### src/sv/hough_line_vote_accumulator_unit_defines.svh
// ---------------------------------------------------------------------------
// Assertion macros for the Hough line vote accumulator
// Each macro places one labeled concurrent check on clk, off while rst_n low.
// ---------------------------------------------------------------------------
`ifndef HOUGH_LINE_VOTE_ACCUMULATOR_UNIT_DEFINES_SVH
`define HOUGH_LINE_VOTE_ACCUMULATOR_UNIT_DEFINES_SVH

// consequent must hold in the same cycle as the antecedent
`define HLVA_ASSERT_NOW(label, ante, cons, msg) \
  label: assert property (@(posedge clk) disable iff (!rst_n) (ante) |-> (cons)) \
    else $error(msg);

// consequent must hold in the cycle after the antecedent
`define HLVA_ASSERT_NEXT(label, ante, cons, msg) \
  label: assert property (@(posedge clk) disable iff (!rst_n) (ante) |=> (cons)) \
    else $error(msg);

`endif

### src/sv/hlva_pkg.sv
// ---------------------------------------------------------------------------
// hlva_pkg
// Shared constants, codes, command type and trig table helpers.
// ---------------------------------------------------------------------------
package hlva_pkg;

  localparam int ANGLE_STEPS_DEF        = 180;
  localparam int DISTANCE_BINS_DEF      = 2048;
  localparam int TRIG_FRACTION_BITS_DEF = 15;

  localparam int MAX_SIDE    = 1024;
  localparam int COUNT_W     = 15;
  localparam int POS_W       = 10;
  localparam int SIDE_W      = 11;
  localparam int THR_W       = 8;
  localparam int OP_W        = 2;
  localparam int ROW_IN_W    = 9;
  localparam int IDX_IN_W    = 11;
  localparam int CFG_IDX_W   = 2;
  localparam int CFG_DATA_W  = 11;
  localparam int QUEUE_DEPTH = 2;

  localparam logic [COUNT_W-1:0] COUNT_MAX = {COUNT_W{1'b1}};

  // opcodes, also used as the command kind
  localparam logic [OP_W-1:0] OP_CLEAR = 2'd0;
  localparam logic [OP_W-1:0] OP_VOTE  = 2'd1;
  localparam logic [OP_W-1:0] OP_READ  = 2'd2;
  localparam logic [OP_W-1:0] OP_MAX   = 2'd3;

  // register indexes
  localparam logic [CFG_IDX_W-1:0] CFG_THRESHOLD = 2'd0;
  localparam logic [CFG_IDX_W-1:0] CFG_WIDTH     = 2'd1;
  localparam logic [CFG_IDX_W-1:0] CFG_HEIGHT    = 2'd2;

  localparam longint unsigned PI_Q30 = 64'd3373259426;

  typedef struct packed {
    logic [OP_W-1:0]     kind;
    logic [POS_W-1:0]    x;
    logic [POS_W-1:0]    y;
    logic [ROW_IN_W-1:0] row;
    logic [IDX_IN_W-1:0] idx;
  } hlva_cmd_t;

  // first-quadrant sine of a whole degree, Q30, by Taylor series
  function automatic longint unsigned quad_sine_q30(input int unsigned a);
    longint unsigned x;
    longint unsigned term;
    longint unsigned pos;
    longint unsigned neg;
    x    = (longint'(a) * PI_Q30 + 64'd90) / 180;
    term = x;
    pos  = 0;
    neg  = 0;
    for (int k = 0; k < 11; k++) begin
      if (k % 2 == 0) pos = pos + term;
      else            neg = neg + term;
      term = (term * x) >> 30;
      term = (term * x) >> 30;
      case (k)
        0:       term = term / 6;
        1:       term = term / 20;
        2:       term = term / 42;
        3:       term = term / 72;
        4:       term = term / 110;
        5:       term = term / 156;
        6:       term = term / 210;
        7:       term = term / 272;
        8:       term = term / 342;
        9:       term = term / 420;
        default: term = term / 506;
      endcase
    end
    if (neg >= pos) return 64'd0;
    pos = pos - neg;
    if (pos > (64'd1 << 30)) pos = 64'd1 << 30;
    return pos;
  endfunction

  // signed sine of any whole degree with f fraction bits, rounded to nearest
  function automatic longint deg_sine(input int unsigned d, input int unsigned f);
    int unsigned     dm;
    int unsigned     a;
    bit              negative;
    longint unsigned v;
    dm       = d % 360;
    negative = 1'b0;
    if (dm <= 90)       a = dm;
    else if (dm <= 180) a = 180 - dm;
    else if (dm <= 270) begin
      a        = dm - 180;
      negative = 1'b1;
    end else begin
      a        = 360 - dm;
      negative = 1'b1;
    end
    v = quad_sine_q30(a);
    v = (v + (64'd1 << (29 - f))) >> (30 - f);
    return negative ? -longint'(v) : longint'(v);
  endfunction

endpackage

### src/sv/hlva_queue.sv
// ---------------------------------------------------------------------------
// hlva_queue
// Short command FIFO between classification and the vote engine.
// ---------------------------------------------------------------------------
module hlva_queue (
  input  logic               clk,
  input  logic               rst_n,
  input  logic               push_i,
  input  hlva_pkg::hlva_cmd_t cmd_i,
  output logic               ready_o,
  output logic               valid_o,
  input  logic               pop_i,
  output hlva_pkg::hlva_cmd_t cmd_o
);
  import hlva_pkg::*;

  localparam int PTR_W = (QUEUE_DEPTH > 1) ? $clog2(QUEUE_DEPTH) : 1;
  localparam int CNT_W = $clog2(QUEUE_DEPTH + 1);

  hlva_cmd_t         slot_r [QUEUE_DEPTH];
  logic [PTR_W-1:0]  wr_ptr_r;
  logic [PTR_W-1:0]  rd_ptr_r;
  logic [CNT_W-1:0]  cnt_r;

  assign ready_o = cnt_r < CNT_W'(QUEUE_DEPTH);
  assign valid_o = cnt_r != '0;
  assign cmd_o   = slot_r[rd_ptr_r];

  always_ff @(posedge clk) begin
    if (push_i) slot_r[wr_ptr_r] <= cmd_i;
  end

  always_ff @(posedge clk) begin
    if (!rst_n) begin
      wr_ptr_r <= '0;
      rd_ptr_r <= '0;
      cnt_r    <= '0;
    end else begin
      if (push_i)
        wr_ptr_r <= (wr_ptr_r == PTR_W'(QUEUE_DEPTH - 1)) ? '0 : wr_ptr_r + PTR_W'(1);
      if (pop_i)
        rd_ptr_r <= (rd_ptr_r == PTR_W'(QUEUE_DEPTH - 1)) ? '0 : rd_ptr_r + PTR_W'(1);
      if (push_i && !pop_i)      cnt_r <= cnt_r + CNT_W'(1);
      else if (pop_i && !push_i) cnt_r <= cnt_r - CNT_W'(1);
    end
  end

endmodule

### config.mk
export PLATFORM = sky130hd
export DESIGN_NAME = hlva_queue
export DESIGN_NICKNAME = d
export VERILOG_FILES = /design/src/sv/hough_line_vote_accumulator_unit_defines.svh /design/src/sv/hlva_pkg.sv /design/src/sv/hlva_queue.sv
export SDC_FILE = /design/constraint.sdc
export NUM_CORES = 1
export LEC_CHECK = 0
export BUFFER_PORTS_ARGS = -buffer_cell sky130_fd_sc_hd__buf_2
export CORE_UTILIZATION = 55
export CTS_CLUSTER_SIZE = 8
export DETAILED_ROUTE_END_ITERATION = 16
export HOLD_SLACK_MARGIN = 0.1
export MAX_ROUTING_LAYER = met4
export PLACE_DENSITY = 0.83
export SLEW_MARGIN = 20
export SYNTH_ARGS = -nofsm -noshare
export SYNTH_HDL_FRONTEND = slang
export SYNTH_SLANG_ARGS = --single-unit
### constraint.sdc
create_clock -name clk -period 9.2 [get_ports clk]
set_input_delay 1.84 -clock clk [delete_from_list [all_inputs] [get_ports clk]]
set_output_delay 1.84 -clock clk [all_outputs]
set_load 0.01 [all_outputs]
==> reports/metrics.cfg <==
[grt]
grt_pass1_wl_um = 7700
grt_pass1_vias = 1627
grt-ovfl-total = 0
antenna_found_initial = 0
grt.total_usage_pct = 17.9
grt_max_degree = 43

[power]
power.internal_w = 0.000636
peakVddDrop_v = 0.000138
switching_share_pct = 22.4
p_switching_w = 0.000183
seqPwrFrac_pct = 58.5
pwr-share-comb_pct = 10.2
pwr-share-clk_pct = 31.3
total_power_w = 0.000819
power_density_mw_per_mm2 = 207
p_leak_nw = 1.50

[critical_path]
cp_slowest_cell = dfxtp_2
start_kind = register
max_stage_delay_ps = 990
cp_max_fo = 42
r2r-end = slot_r[1][22]
cp.buffers_inverters = 1
cp.required_ps = 7360
r2r_cells = 1
crit_type = register to output port
r2r_setup_slack_ps = 7570
r2r-start = wr_ptr_r
path_depth = 2
worstPathCellList = mux2_2 > buf_2
arrival_ps = 1910
cp-endpoint = cmd_o[20]
cp-end-kind = output port
cp_top_family = flip-flops

[yosys]
synth_ff_type = edfxtp_1
netlist_area_mm2 = 0.00326
synth_cells = 153
synth_seq_cells = 89
ys_types = 16
synth-edff-count = 84
yosys_warnings = 0
syn_nets = 200
postSynth.asyncResetShare_pct = 0
yosysSeqAreaShare_pct = 80.4
postSynthAreaPerCell_um2 = 21.3

[sta]
slew_headroom_pct = 31.4
worstMarginPinSlew_ps = 1030
max_freq_ghz = 0.266
finalCriticalPeriod_ps = 3750
period_share_pct = 40.8
rsz0062_at_grt = no
whs_ps = 511
drv_slew = 0
fin_skew_ps = 7.00
finalSetupViolations = 0
tns_ps = 0
finalHoldViolCount = 0

[cts]
postCtsSetupBuffers = 0
cts_sinks = 89
numCtsBuffers = 9
clock_path_buffers = 2
htree_levels = 3
ctsHoldBuffers = 0
cts.clk_slew.worst_paths_ps = 80
cts_resized = 0
cts_root_buf = clkbuf_8
worstSkewPairLatency_ps = 340
cts_tree = yes

[detailed_routing]
drt_iter0_drc = 83
postRouteAntennaNets = 0
drc = 0
wl_um = 5080
drt-vias-per-instance = 5.01
avgRoutedWirePerCell_um = 15.6
vias = 1633
first_pass_iters = 4

[place]
place.gp.congestion = 0.721
portBuffers = 89
dp_hpwl_um = 3160

[floorplan]
die_w_um = 79.0
die_y_um = 79.0
std_cell_rows = 27
core_mm2 = 0.00561
pin_count = 90
die-area_mm2 = 0.00624
start_util_pct = 58.2

[cells_and_area]
n_antenna_cell = 0
areaGrowthSynthToFinish_pct = 21.4
nets = 296
drive_gt1_share_pct = 59.8
finish.utilization_pct = 70.6

[min_path]
hp-class = register to register
worstHoldStart = cnt_r[1]

[flow_run]
drv_cap = 0

[run_status]
outcome = complete, no violations

-- through the flow --
stage | worst slack (ps) | cell area (µm²) | std cells
floorplan | 5010 | 3260 | 153
global placement | 5760 | 3760 | 310
detailed placement | 5790 | 3760 | 310
CTS | 5380 | 3960 | 326
global route | 5310 | 3960 | 326
finish | 5450 | 3960 | 326
-- synthesized netlist by cell type, drive strengths merged (2+ instances only) --
library cell	instances	share of area [%]
and2	4	0.77
buf	5	1.5
dfxtp	5	3.1
edfxtp	84	77
inv	2	0.23
mux2	42	14
nor2b	2	0.38
xor2	2	0.54
-- registers in the layout (all words and copies together) (netlist names), named ones only --
signal    count
cnt_r         2
rd_ptr_r      1
wr_ptr_r      1
slot_r       84
-- final cells by class --
class                      instances  area (µm²)
fill                             377        1650
tap                               72        90.1
clock buffer                       9         124
sequential                        89        2620
timing repair buffer              90         453
multi-input combinational         57         591
inverter                           2        7.51
clock inverter                     7        71.3
-- worst min path at each step --
stage / to / slack [ps] / depth (start not counted)
floorplan: cnt_r[1] / 470 / 2
global placement: cnt_r[1] / 480 / 2
detailed placement: cnt_r[1] / 500 / 2
CTS: cnt_r[1] / 510 / 2
global route: cnt_r[1] / 540 / 2
finish: cnt_r[1] / 510 / 2
-- logic make-up (layout without fill, tap and decap cells) --
logic type / after synthesis / in the layout / share of synthesized area [%]
flops: 89 / 89 / 80.4
mux: 42 / 42 / 14.5
simple gates: 8 / 8 / 1.53
buf+inv: 7 / 108 / 1.76
compound gates: 3 / 3 / 0.614
xor+xnor: 3 / 3 / 0.806
fa+ha+maj: 1 / 1 / 0.384
-- per-layer routing --
layer  up-vias  track usage [%]  routed length (µm)
met2        61             26.5                2430
li1        783                -                   -
met5         -                -                   0
met4         0             8.18                  72
met3         8             5.17                 324
met1       781             23.0                2250
-- cells in the final DEF, fill, tap and decap left out, types with 2 or more instances in the layout --
master      Yosys  layout
inv_1           2       2
clkinv_2        0       2
clkbuf_8        0       9
clkinvlp_4      0       3
edfxtp_1       84      84
mux2_2         42      42
buf_2           1      89
xor2_1          2       2
and2_1          4       3
dfxtp_1         5       4
-- power by group through the flow --
| stage | registers, W | clock network (W) | logic [W] |
|---|---|---|---|
| CTS | 0.000480 | 0.000264 | 0.0000843 |
| finish | 0.000479 | 0.000256 | 0.0000832 |
| global route | 0.000483 | 0.000280 | 0.0000897 |
| floorplan | 0.000480 | 0 | 0.0000565 |
| global placement | 0.000488 | 0 | 0.0000827 |
| detailed placement | 0.000489 | 0 | 0.0000838 |
No activity file was read; power rests on OpenSTA's default activity.
