===== config.mk =====
export PLATFORM = sky130hd
export DESIGN_NAME = hlva_front_flat
export DESIGN_NICKNAME = d
export VERILOG_FILES = /design/src/sv/hough_line_vote_accumulator_unit_defines.svh /design/src/sv/hlva_pkg.sv /design/src/sv/hlva_ifs.sv /design/src/sv/hlva_front.sv /design/src/flat_wrapper.sv
export SDC_FILE = /design/constraint.sdc
export NUM_CORES = 1
export LEC_CHECK = 0
export BUFFER_PORTS_ARGS = -buffer_cell sky130_fd_sc_hd__buf_4
export CAP_MARGIN = 30
export CORE_MARGIN = 8
export CORE_UTILIZATION = 30
export CTS_CLUSTER_SIZE = 8
export DETAILED_ROUTE_END_ITERATION = 7
export PLACE_DENSITY_LB_ADDON = 0.08
export SETUP_SLACK_MARGIN = 0.4
export SKIP_LAST_GASP = 1
export SYNTH_ARGS = -nofsm -noshare
export SYNTH_HDL_FRONTEND = slang
export SYNTH_SLANG_ARGS = --single-unit
export TNS_END_PERCENT = 10

===== constraint.sdc =====
create_clock -name clk -period 4.1 [get_ports clk]
set_input_delay 0.615 -clock clk [delete_from_list [all_inputs] [get_ports clk]]
set_output_delay 0.615 -clock clk [all_outputs]
set_load 0.05 [all_outputs]

===== src/sv/hough_line_vote_accumulator_unit_defines.svh =====
// ---------------------------------------------------------------------------
// Assertion macros for the Hough line vote accumulator
// Each macro places one labeled concurrent check on clk, off while rst_n low.
// ---------------------------------------------------------------------------
`ifndef HOUGH_LINE_VOTE_ACCUMULATOR_UNIT_DEFINES_SVH
`define HOUGH_LINE_VOTE_ACCUMULATOR_UNIT_DEFINES_SVH

// consequent must hold in the same cycle as the antecedent
`define HLVA_ASSERT_NOW(label, ante, cons, msg) \
  label: assert property (@(posedge clk) disable iff (!rst_n) (ante) |-> (cons)) \
    else $error(msg);

// consequent must hold in the cycle after the antecedent
`define HLVA_ASSERT_NEXT(label, ante, cons, msg) \
  label: assert property (@(posedge clk) disable iff (!rst_n) (ante) |=> (cons)) \
    else $error(msg);

`endif


===== src/sv/hlva_pkg.sv =====
// ---------------------------------------------------------------------------
// hlva_pkg
// Shared constants, codes, command type and trig table helpers.
// ---------------------------------------------------------------------------
package hlva_pkg;

  localparam int ANGLE_STEPS_DEF        = 180;
  localparam int DISTANCE_BINS_DEF      = 2048;
  localparam int TRIG_FRACTION_BITS_DEF = 15;

  localparam int MAX_SIDE    = 1024;
  localparam int COUNT_W     = 15;
  localparam int POS_W       = 10;
  localparam int SIDE_W      = 11;
  localparam int THR_W       = 8;
  localparam int OP_W        = 2;
  localparam int ROW_IN_W    = 9;
  localparam int IDX_IN_W    = 11;
  localparam int CFG_IDX_W   = 2;
  localparam int CFG_DATA_W  = 11;
  localparam int QUEUE_DEPTH = 2;

  localparam logic [COUNT_W-1:0] COUNT_MAX = {COUNT_W{1'b1}};

  // opcodes, also used as the command kind
  localparam logic [OP_W-1:0] OP_CLEAR = 2'd0;
  localparam logic [OP_W-1:0] OP_VOTE  = 2'd1;
  localparam logic [OP_W-1:0] OP_READ  = 2'd2;
  localparam logic [OP_W-1:0] OP_MAX   = 2'd3;

  // register indexes
  localparam logic [CFG_IDX_W-1:0] CFG_THRESHOLD = 2'd0;
  localparam logic [CFG_IDX_W-1:0] CFG_WIDTH     = 2'd1;
  localparam logic [CFG_IDX_W-1:0] CFG_HEIGHT    = 2'd2;

  localparam longint unsigned PI_Q30 = 64'd3373259426;

  typedef struct packed {
    logic [OP_W-1:0]     kind;
    logic [POS_W-1:0]    x;
    logic [POS_W-1:0]    y;
    logic [ROW_IN_W-1:0] row;
    logic [IDX_IN_W-1:0] idx;
  } hlva_cmd_t;

  // first-quadrant sine of a whole degree, Q30, by Taylor series
  function automatic longint unsigned quad_sine_q30(input int unsigned a);
    longint unsigned x;
    longint unsigned term;
    longint unsigned pos;
    longint unsigned neg;
    x    = (longint'(a) * PI_Q30 + 64'd90) / 180;
    term = x;
    pos  = 0;
    neg  = 0;
    for (int k = 0; k < 11; k++) begin
      if (k % 2 == 0) pos = pos + term;
      else            neg = neg + term;
      term = (term * x) >> 30;
      term = (term * x) >> 30;
      case (k)
        0:       term = term / 6;
        1:       term = term / 20;
        2:       term = term / 42;
        3:       term = term / 72;
        4:       term = term / 110;
        5:       term = term / 156;
        6:       term = term / 210;
        7:       term = term / 272;
        8:       term = term / 342;
        9:       term = term / 420;
        default: term = term / 506;
      endcase
    end
    if (neg >= pos) return 64'd0;
    pos = pos - neg;
    if (pos > (64'd1 << 30)) pos = 64'd1 << 30;
    return pos;
  endfunction

  // signed sine of any whole degree with f fraction bits, rounded to nearest
  function automatic longint deg_sine(input int unsigned d, input int unsigned f);
    int unsigned     dm;
    int unsigned     a;
    bit              negative;
    longint unsigned v;
    dm       = d % 360;
    negative = 1'b0;
    if (dm <= 90)       a = dm;
    else if (dm <= 180) a = 180 - dm;
    else if (dm <= 270) begin
      a        = dm - 180;
      negative = 1'b1;
    end else begin
      a        = 360 - dm;
      negative = 1'b1;
    end
    v = quad_sine_q30(a);
    v = (v + (64'd1 << (29 - f))) >> (30 - f);
    return negative ? -longint'(v) : longint'(v);
  endfunction

endpackage


===== src/sv/hlva_ifs.sv =====
// ---------------------------------------------------------------------------
// hlva channel interfaces
// Valid/ready channels for pixel commands, results and register writes.
// ---------------------------------------------------------------------------
interface hlva_in_if;
  import hlva_pkg::*;
  logic                valid;
  logic                ready;
  logic [OP_W-1:0]     opcode;
  logic [THR_W-1:0]    pixel_value;
  logic [ROW_IN_W-1:0] angle_row;
  logic [IDX_IN_W-1:0] distance_index;
  modport source (output valid, opcode, pixel_value, angle_row, distance_index,
                  input ready);
  modport sink (input valid, opcode, pixel_value, angle_row, distance_index,
                output ready);
endinterface


interface hlva_cfg_if;
  import hlva_pkg::*;
  logic                  valid;
  logic                  ready;
  logic [CFG_IDX_W-1:0]  index;
  logic [CFG_DATA_W-1:0] data;
  modport source (output valid, index, data, input ready);
  modport sink (input valid, index, data, output ready);
endinterface


===== src/sv/hlva_front.sv =====
// ---------------------------------------------------------------------------
// hlva_front
// Register file, raster position tracking and command classification.
// ---------------------------------------------------------------------------
module hlva_front (
  input  logic               clk,
  input  logic               rst_n,
  hlva_in_if.sink            in_ch,
  hlva_cfg_if.sink           cfg_ch,
  input  logic               hold_i,
  input  logic               q_ready_i,
  output logic               push_o,
  output hlva_pkg::hlva_cmd_t cmd_o
);
  import hlva_pkg::*;

  logic [THR_W-1:0]  thr_r;
  logic [SIDE_W-1:0] width_r;
  logic [SIDE_W-1:0] height_r;
  logic [POS_W-1:0]  col_r, col_nxt;
  logic [SIDE_W-1:0] row_r, row_nxt;

  logic [SIDE_W-1:0] w_eff;
  logic [SIDE_W-1:0] h_eff;
  logic              in_frame;
  logic              votes;
  logic              wrap;
  logic              accept;

  assign cfg_ch.ready = 1'b1;
  assign in_ch.ready  = !hold_i && q_ready_i;
  assign accept       = in_ch.valid && in_ch.ready;

  always_comb begin
    if (width_r == '0)                     w_eff = SIDE_W'(1);
    else if (width_r > SIDE_W'(MAX_SIDE))  w_eff = SIDE_W'(MAX_SIDE);
    else                                   w_eff = width_r;
    if (height_r > SIDE_W'(MAX_SIDE))      h_eff = SIDE_W'(MAX_SIDE);
    else                                   h_eff = height_r;
  end

  assign in_frame = row_r < h_eff;
  assign votes    = in_frame && ({1'b0, col_r} < w_eff) && (in_ch.pixel_value > thr_r);
  assign wrap     = ({1'b0, col_r} + SIDE_W'(1)) >= w_eff;

  always_comb begin
    cmd_o.kind = in_ch.opcode;
    cmd_o.x    = col_r;
    cmd_o.y    = row_r[POS_W-1:0];
    cmd_o.row  = in_ch.angle_row;
    cmd_o.idx  = in_ch.distance_index;
  end

  always_comb begin
    push_o  = 1'b0;
    col_nxt = col_r;
    row_nxt = row_r;
    case (in_ch.opcode)
      OP_CLEAR: begin
        push_o  = accept;
        col_nxt = '0;
        row_nxt = '0;
      end
      OP_VOTE: begin
        // drop pixels at or below threshold, or outside the frame, here; only voting pixels are queued
        push_o = accept && votes;
        if (in_frame) begin
          if (wrap) begin
            col_nxt = '0;
            row_nxt = row_r + SIDE_W'(1);
          end else begin
            col_nxt = col_r + POS_W'(1);
          end
        end
      end
      OP_READ:  push_o = accept;
      OP_MAX:   push_o = accept;
      default:  push_o = 1'b0;
    endcase
  end

  always_ff @(posedge clk) begin
    if (!rst_n) begin
      thr_r    <= '0;
      width_r  <= SIDE_W'(512);
      height_r <= SIDE_W'(512);
      col_r    <= '0;
      row_r    <= '0;
    end else begin
      if (cfg_ch.valid && cfg_ch.ready) begin
        case (cfg_ch.index)
          CFG_THRESHOLD: thr_r    <= cfg_ch.data[THR_W-1:0];
          CFG_WIDTH:     width_r  <= cfg_ch.data;
          CFG_HEIGHT:    height_r <= cfg_ch.data;
          default:       thr_r    <= thr_r;
        endcase
      end
      if (accept) begin
        col_r <= col_nxt;
        row_r <= row_nxt;
      end
    end
  end

endmodule


===== src/flat_wrapper.sv =====
// flat-port wrapper written by rule: the top's interface ports become plain ports
module hlva_front_flat import hlva_pkg::*;
  (clk, rst_n, hold_i, q_ready_i, push_o, cmd_o, in_ch_valid, in_ch_opcode, in_ch_pixel_value, in_ch_angle_row, in_ch_distance_index, in_ch_ready, cfg_ch_valid, cfg_ch_index, cfg_ch_data, cfg_ch_ready);
  hlva_in_if in_ch_i ();
  hlva_cfg_if cfg_ch_i ();
  input  logic clk;
  input  logic rst_n;
  input  logic hold_i;
  input  logic q_ready_i;
  output logic push_o;
  output hlva_pkg::hlva_cmd_t cmd_o;
  input wire logic [$bits(in_ch_i.valid)-1:0] in_ch_valid;
  input wire logic [$bits(in_ch_i.opcode)-1:0] in_ch_opcode;
  input wire logic [$bits(in_ch_i.pixel_value)-1:0] in_ch_pixel_value;
  input wire logic [$bits(in_ch_i.angle_row)-1:0] in_ch_angle_row;
  input wire logic [$bits(in_ch_i.distance_index)-1:0] in_ch_distance_index;
  output wire logic [$bits(in_ch_i.ready)-1:0] in_ch_ready;
  input wire logic [$bits(cfg_ch_i.valid)-1:0] cfg_ch_valid;
  input wire logic [$bits(cfg_ch_i.index)-1:0] cfg_ch_index;
  input wire logic [$bits(cfg_ch_i.data)-1:0] cfg_ch_data;
  output wire logic [$bits(cfg_ch_i.ready)-1:0] cfg_ch_ready;
  assign in_ch_i.valid = in_ch_valid;
  assign in_ch_i.opcode = in_ch_opcode;
  assign in_ch_i.pixel_value = in_ch_pixel_value;
  assign in_ch_i.angle_row = in_ch_angle_row;
  assign in_ch_i.distance_index = in_ch_distance_index;
  assign in_ch_ready = in_ch_i.ready;
  assign cfg_ch_i.valid = cfg_ch_valid;
  assign cfg_ch_i.index = cfg_ch_index;
  assign cfg_ch_i.data = cfg_ch_data;
  assign cfg_ch_ready = cfg_ch_i.ready;
  hlva_front u_core (.clk(clk), .rst_n(rst_n), .in_ch(in_ch_i), .cfg_ch(cfg_ch_i), .hold_i(hold_i), .q_ready_i(q_ready_i), .push_o(push_o), .cmd_o(cmd_o));
endmodule

==> results.json <==
{
  "status": "finished clean",
  "wirelength_um": 9430,
  "holdWs_ns": 0.519,
  "cp-start-kind": "register",
  "ioPinCount": 94,
  "gp_congestion": 0.758,
  "synth_nets": 523,
  "finalCritPeriodShare": 0.831,
  "clk_pin_slew_ns": 0.07,
  "nFillCells": 1273,
  "setup_ws_ns": 0.691,
  "path_max_fanout": 12,
  "num_vias": 2983,
  "netlist_area_um2": 3650,
  "final_cell_mix": "56 x buf_4, 51 x dfxtp_1, 43 x nand2_1",
  "hold_path_depth": 2,
  "clock_sinks": 51,
  "cts_max_path_buffers": 2,
  "hpwl_um": 7390,
  "grt_usage": 0.120,
  "cts_tree": "built",
  "num_rows": 40,
  "r2r_cells": 11,
  "endpoint_kind": "register",
  "instances_no_fill": 594,
  "n_antenna_cell": 0,
  "synth_cell_types": 56,
  "htreeDepth": 2,
  "grt_max_degree": 59,
  "wire_per_inst_um": 15.9,
  "nNetsFinal": 536,
  "crit_arrival_ns": 3.56,
  "async_flop_share": 0,
  "fin_crit_ns": 3.41,
  "hold_class": "register to register",
  "finalPower_w": 0.00117,
  "post-place-ws_ns": 0.587,
  "antenna_found_initial": 0,
  "crit_required_ns": 4.25,
  "slew_headroom": 0.501,
  "avgSynthCellArea_um2": 8.43,
  "die_w_um": 126,
  "grt_pass1_vias": 3000,
  "synth_edf_count": 0,
  "hold_viol": 0,
  "rrSetupSlack_ns": 0.69,
  "setup_tns_ns": 0,
  "grt_setup_unrepaired": "no",
  "setup_viol": 0,
  "synthFlopType": "dfxtp_1",
  "p_per_area_nw_per_um2": 286,
  "clk_latency_ns": 0.29,
  "area_growth_pct": 12.3,
  "antenna_left": 0,
  "r2r-end": "u_core.row_r[10]$_SDFFE_PN0P_",
  "first_pass_iters": 4,
  "port_buffers": 52,
  "worst_pin_slew_ns": 0.747,
  "die_h_um": 126,
  "max_cap_viol_count": 0,
  "cts_buffers": 5,
  "holdPathEnd": "u_core.height_r[9]$_SDFFE_PN1P_",
  "grt_pass1_wl_um": 15500,
  "postCtsSetupBuffers": 0,
  "viasPerCell": 5.02,
  "ys_seq_area_frac": 0.280,
  "hold_path_startpoint": "u_core.height_r[9]$_SDFFE_PN1P_",
  "drv_slew": 0,
  "drive_gt1_frac": 0.179,
  "path_class": "register to register",
  "r2r-start": "u_core.col_r[2]$_SDFFE_PN0P_",
  "regArea_um2": 1020,
  "placed_cells_incl_taps": 586,
  "start_util": 0.305,
  "max-vdd-ir-drop_mv": 0.228,
  "skew_ns": 0.00524,
  "drc": 0,
  "clockRootBuffer": "clkbuf_16",
  "ys_ff_latch": 51,
  "overflow": 0,
  "die_area_um2": 16000,
  "drt_iter0_drc": 161,
  "multi_input_area_um2": 2250,
  "layout_commonest_cell": "buf_4",
  "p_leak_nw": 1.79,
  "syn_inst": 433,
  "clock.fmax_mhz": 293,
  "synth_warnings": 0,
  "design.core.area_um2": 12000
}
worst max-delay path, stage by stage, from the launching register on:
cell	delay (ns)
dfxtp_1	0.46
nand3_1	0.23
or3_4	0.46
nor2_1	0.14
xor2_1	0.22
ha_1	0.28
a21o_1	0.19
a211oi_2	0.25
o2111ai_1	0.20
nand2_2	0.27
or3_1	0.40
o221ai_1	0.18
registers in the layout (all words and copies together), names as in the netlist:
register and count:
u_core.height_r 11, u_core.row_r 11, u_core.col_r 10, u_core.width_r 11
u_core.thr_r 8
layout make-up:
cell class	count	share of cell area
Multi-Input combinational cell	319	0.548
Tap cell	147	0.0449
Timing Repair Buffer	56	0.103
Clock buffer	6	0.0339
Clock inverter	2	0.00947
Sequential cell	51	0.249
Inverter	13	0.0119
cells by family (layout without fill, tap and decap cells):
kind of cell	count (synthesis)	count (layout)	share of synthesized area
simple gates	163	163	0.234
compound gates	82	82	0.154
buf+inv	63	77	0.106
flops	51	51	0.280
fa+ha+maj	41	41	0.141
mux	24	24	0.0658
xor+xnor	8	8	0.0192
other cells	1	1	0.00103
worst max-delay path by stage:
stage / from / end / slack [ns] / cells after the start
after floorplan: u_core.col_r[2]$_SDFFE_PN0P_ / u_core.col_r[5]$_SDFFE_PN0P_ / 0.90 / 12
after global placement: u_core.col_r[2]$_SDFFE_PN0P_ / u_core.row_r[10]$_SDFFE_PN0P_ / 0.71 / 11
after detailed placement: u_core.col_r[2]$_SDFFE_PN0P_ / u_core.row_r[9]$_SDFFE_PN0P_ / 0.59 / 11
after CTS: u_core.col_r[2]$_SDFFE_PN0P_ / u_core.row_r[10]$_SDFFE_PN0P_ / 0.56 / 11
after global routing: u_core.col_r[2]$_SDFFE_PN0P_ / u_core.row_r[10]$_SDFFE_PN0P_ / 0.47 / 11
final: u_core.col_r[2]$_SDFFE_PN0P_ / u_core.row_r[10]$_SDFFE_PN0P_ / 0.69 / 11
where the power goes:
group	total, W	internal, W	switching (W)
clock	0.000497	0.000307	0.000190
sequential	0.000513	0.000505	0.00000762
combinational	0.000162	0.0000685	0.0000934
total	0.00117	0.000881	0.000291
cells in the mapped netlist, types with 8 or more instances:
| library cell | n | area (µm²) |
|---|---|---|
| mux2i_1 | 24 | 240 |
| nor2b_1 | 29 | 181 |
| clkbuf_1 | 9 | 33.8 |
| o21ai_0 | 8 | 40.0 |
| inv_1 | 13 | 48.8 |
| dfxtp_1 | 51 | 1020 |
| nand2_1 | 44 | 165 |
| a21oi_1 | 23 | 115 |
| nand4_1 | 8 | 50.1 |
| nand3_1 | 10 | 50.1 |
| nand2b_1 | 11 | 68.8 |
| ha_1 | 41 | 513 |
| buf_4 | 35 | 263 |
| nor2_1 | 28 | 105 |
routing by layer:
metal	up-vias	GRT usage	wire, µm
li1	1530	-	-
met1	1373	0.161	4810
met2	61	0.190	4150
met3	19	0.0256	375
met4	0	0.0283	93
met5	-	0	0
per-stage QoR:
stage,cell area (µm²),utilization
floorplan,3650,-
global placement,3920,0.328
detailed placement,3920,0.328
CTS,4100,0.342
global route,4100,0.343
finish,4100,0.343
repair_timing:
action | CTS | global route
resized for setup | 0 | 1
endpoints found under the setup margin | 0 | 4
hold buffers | 0 | 0
Note: power is estimated with default switching activity, not from simulation.
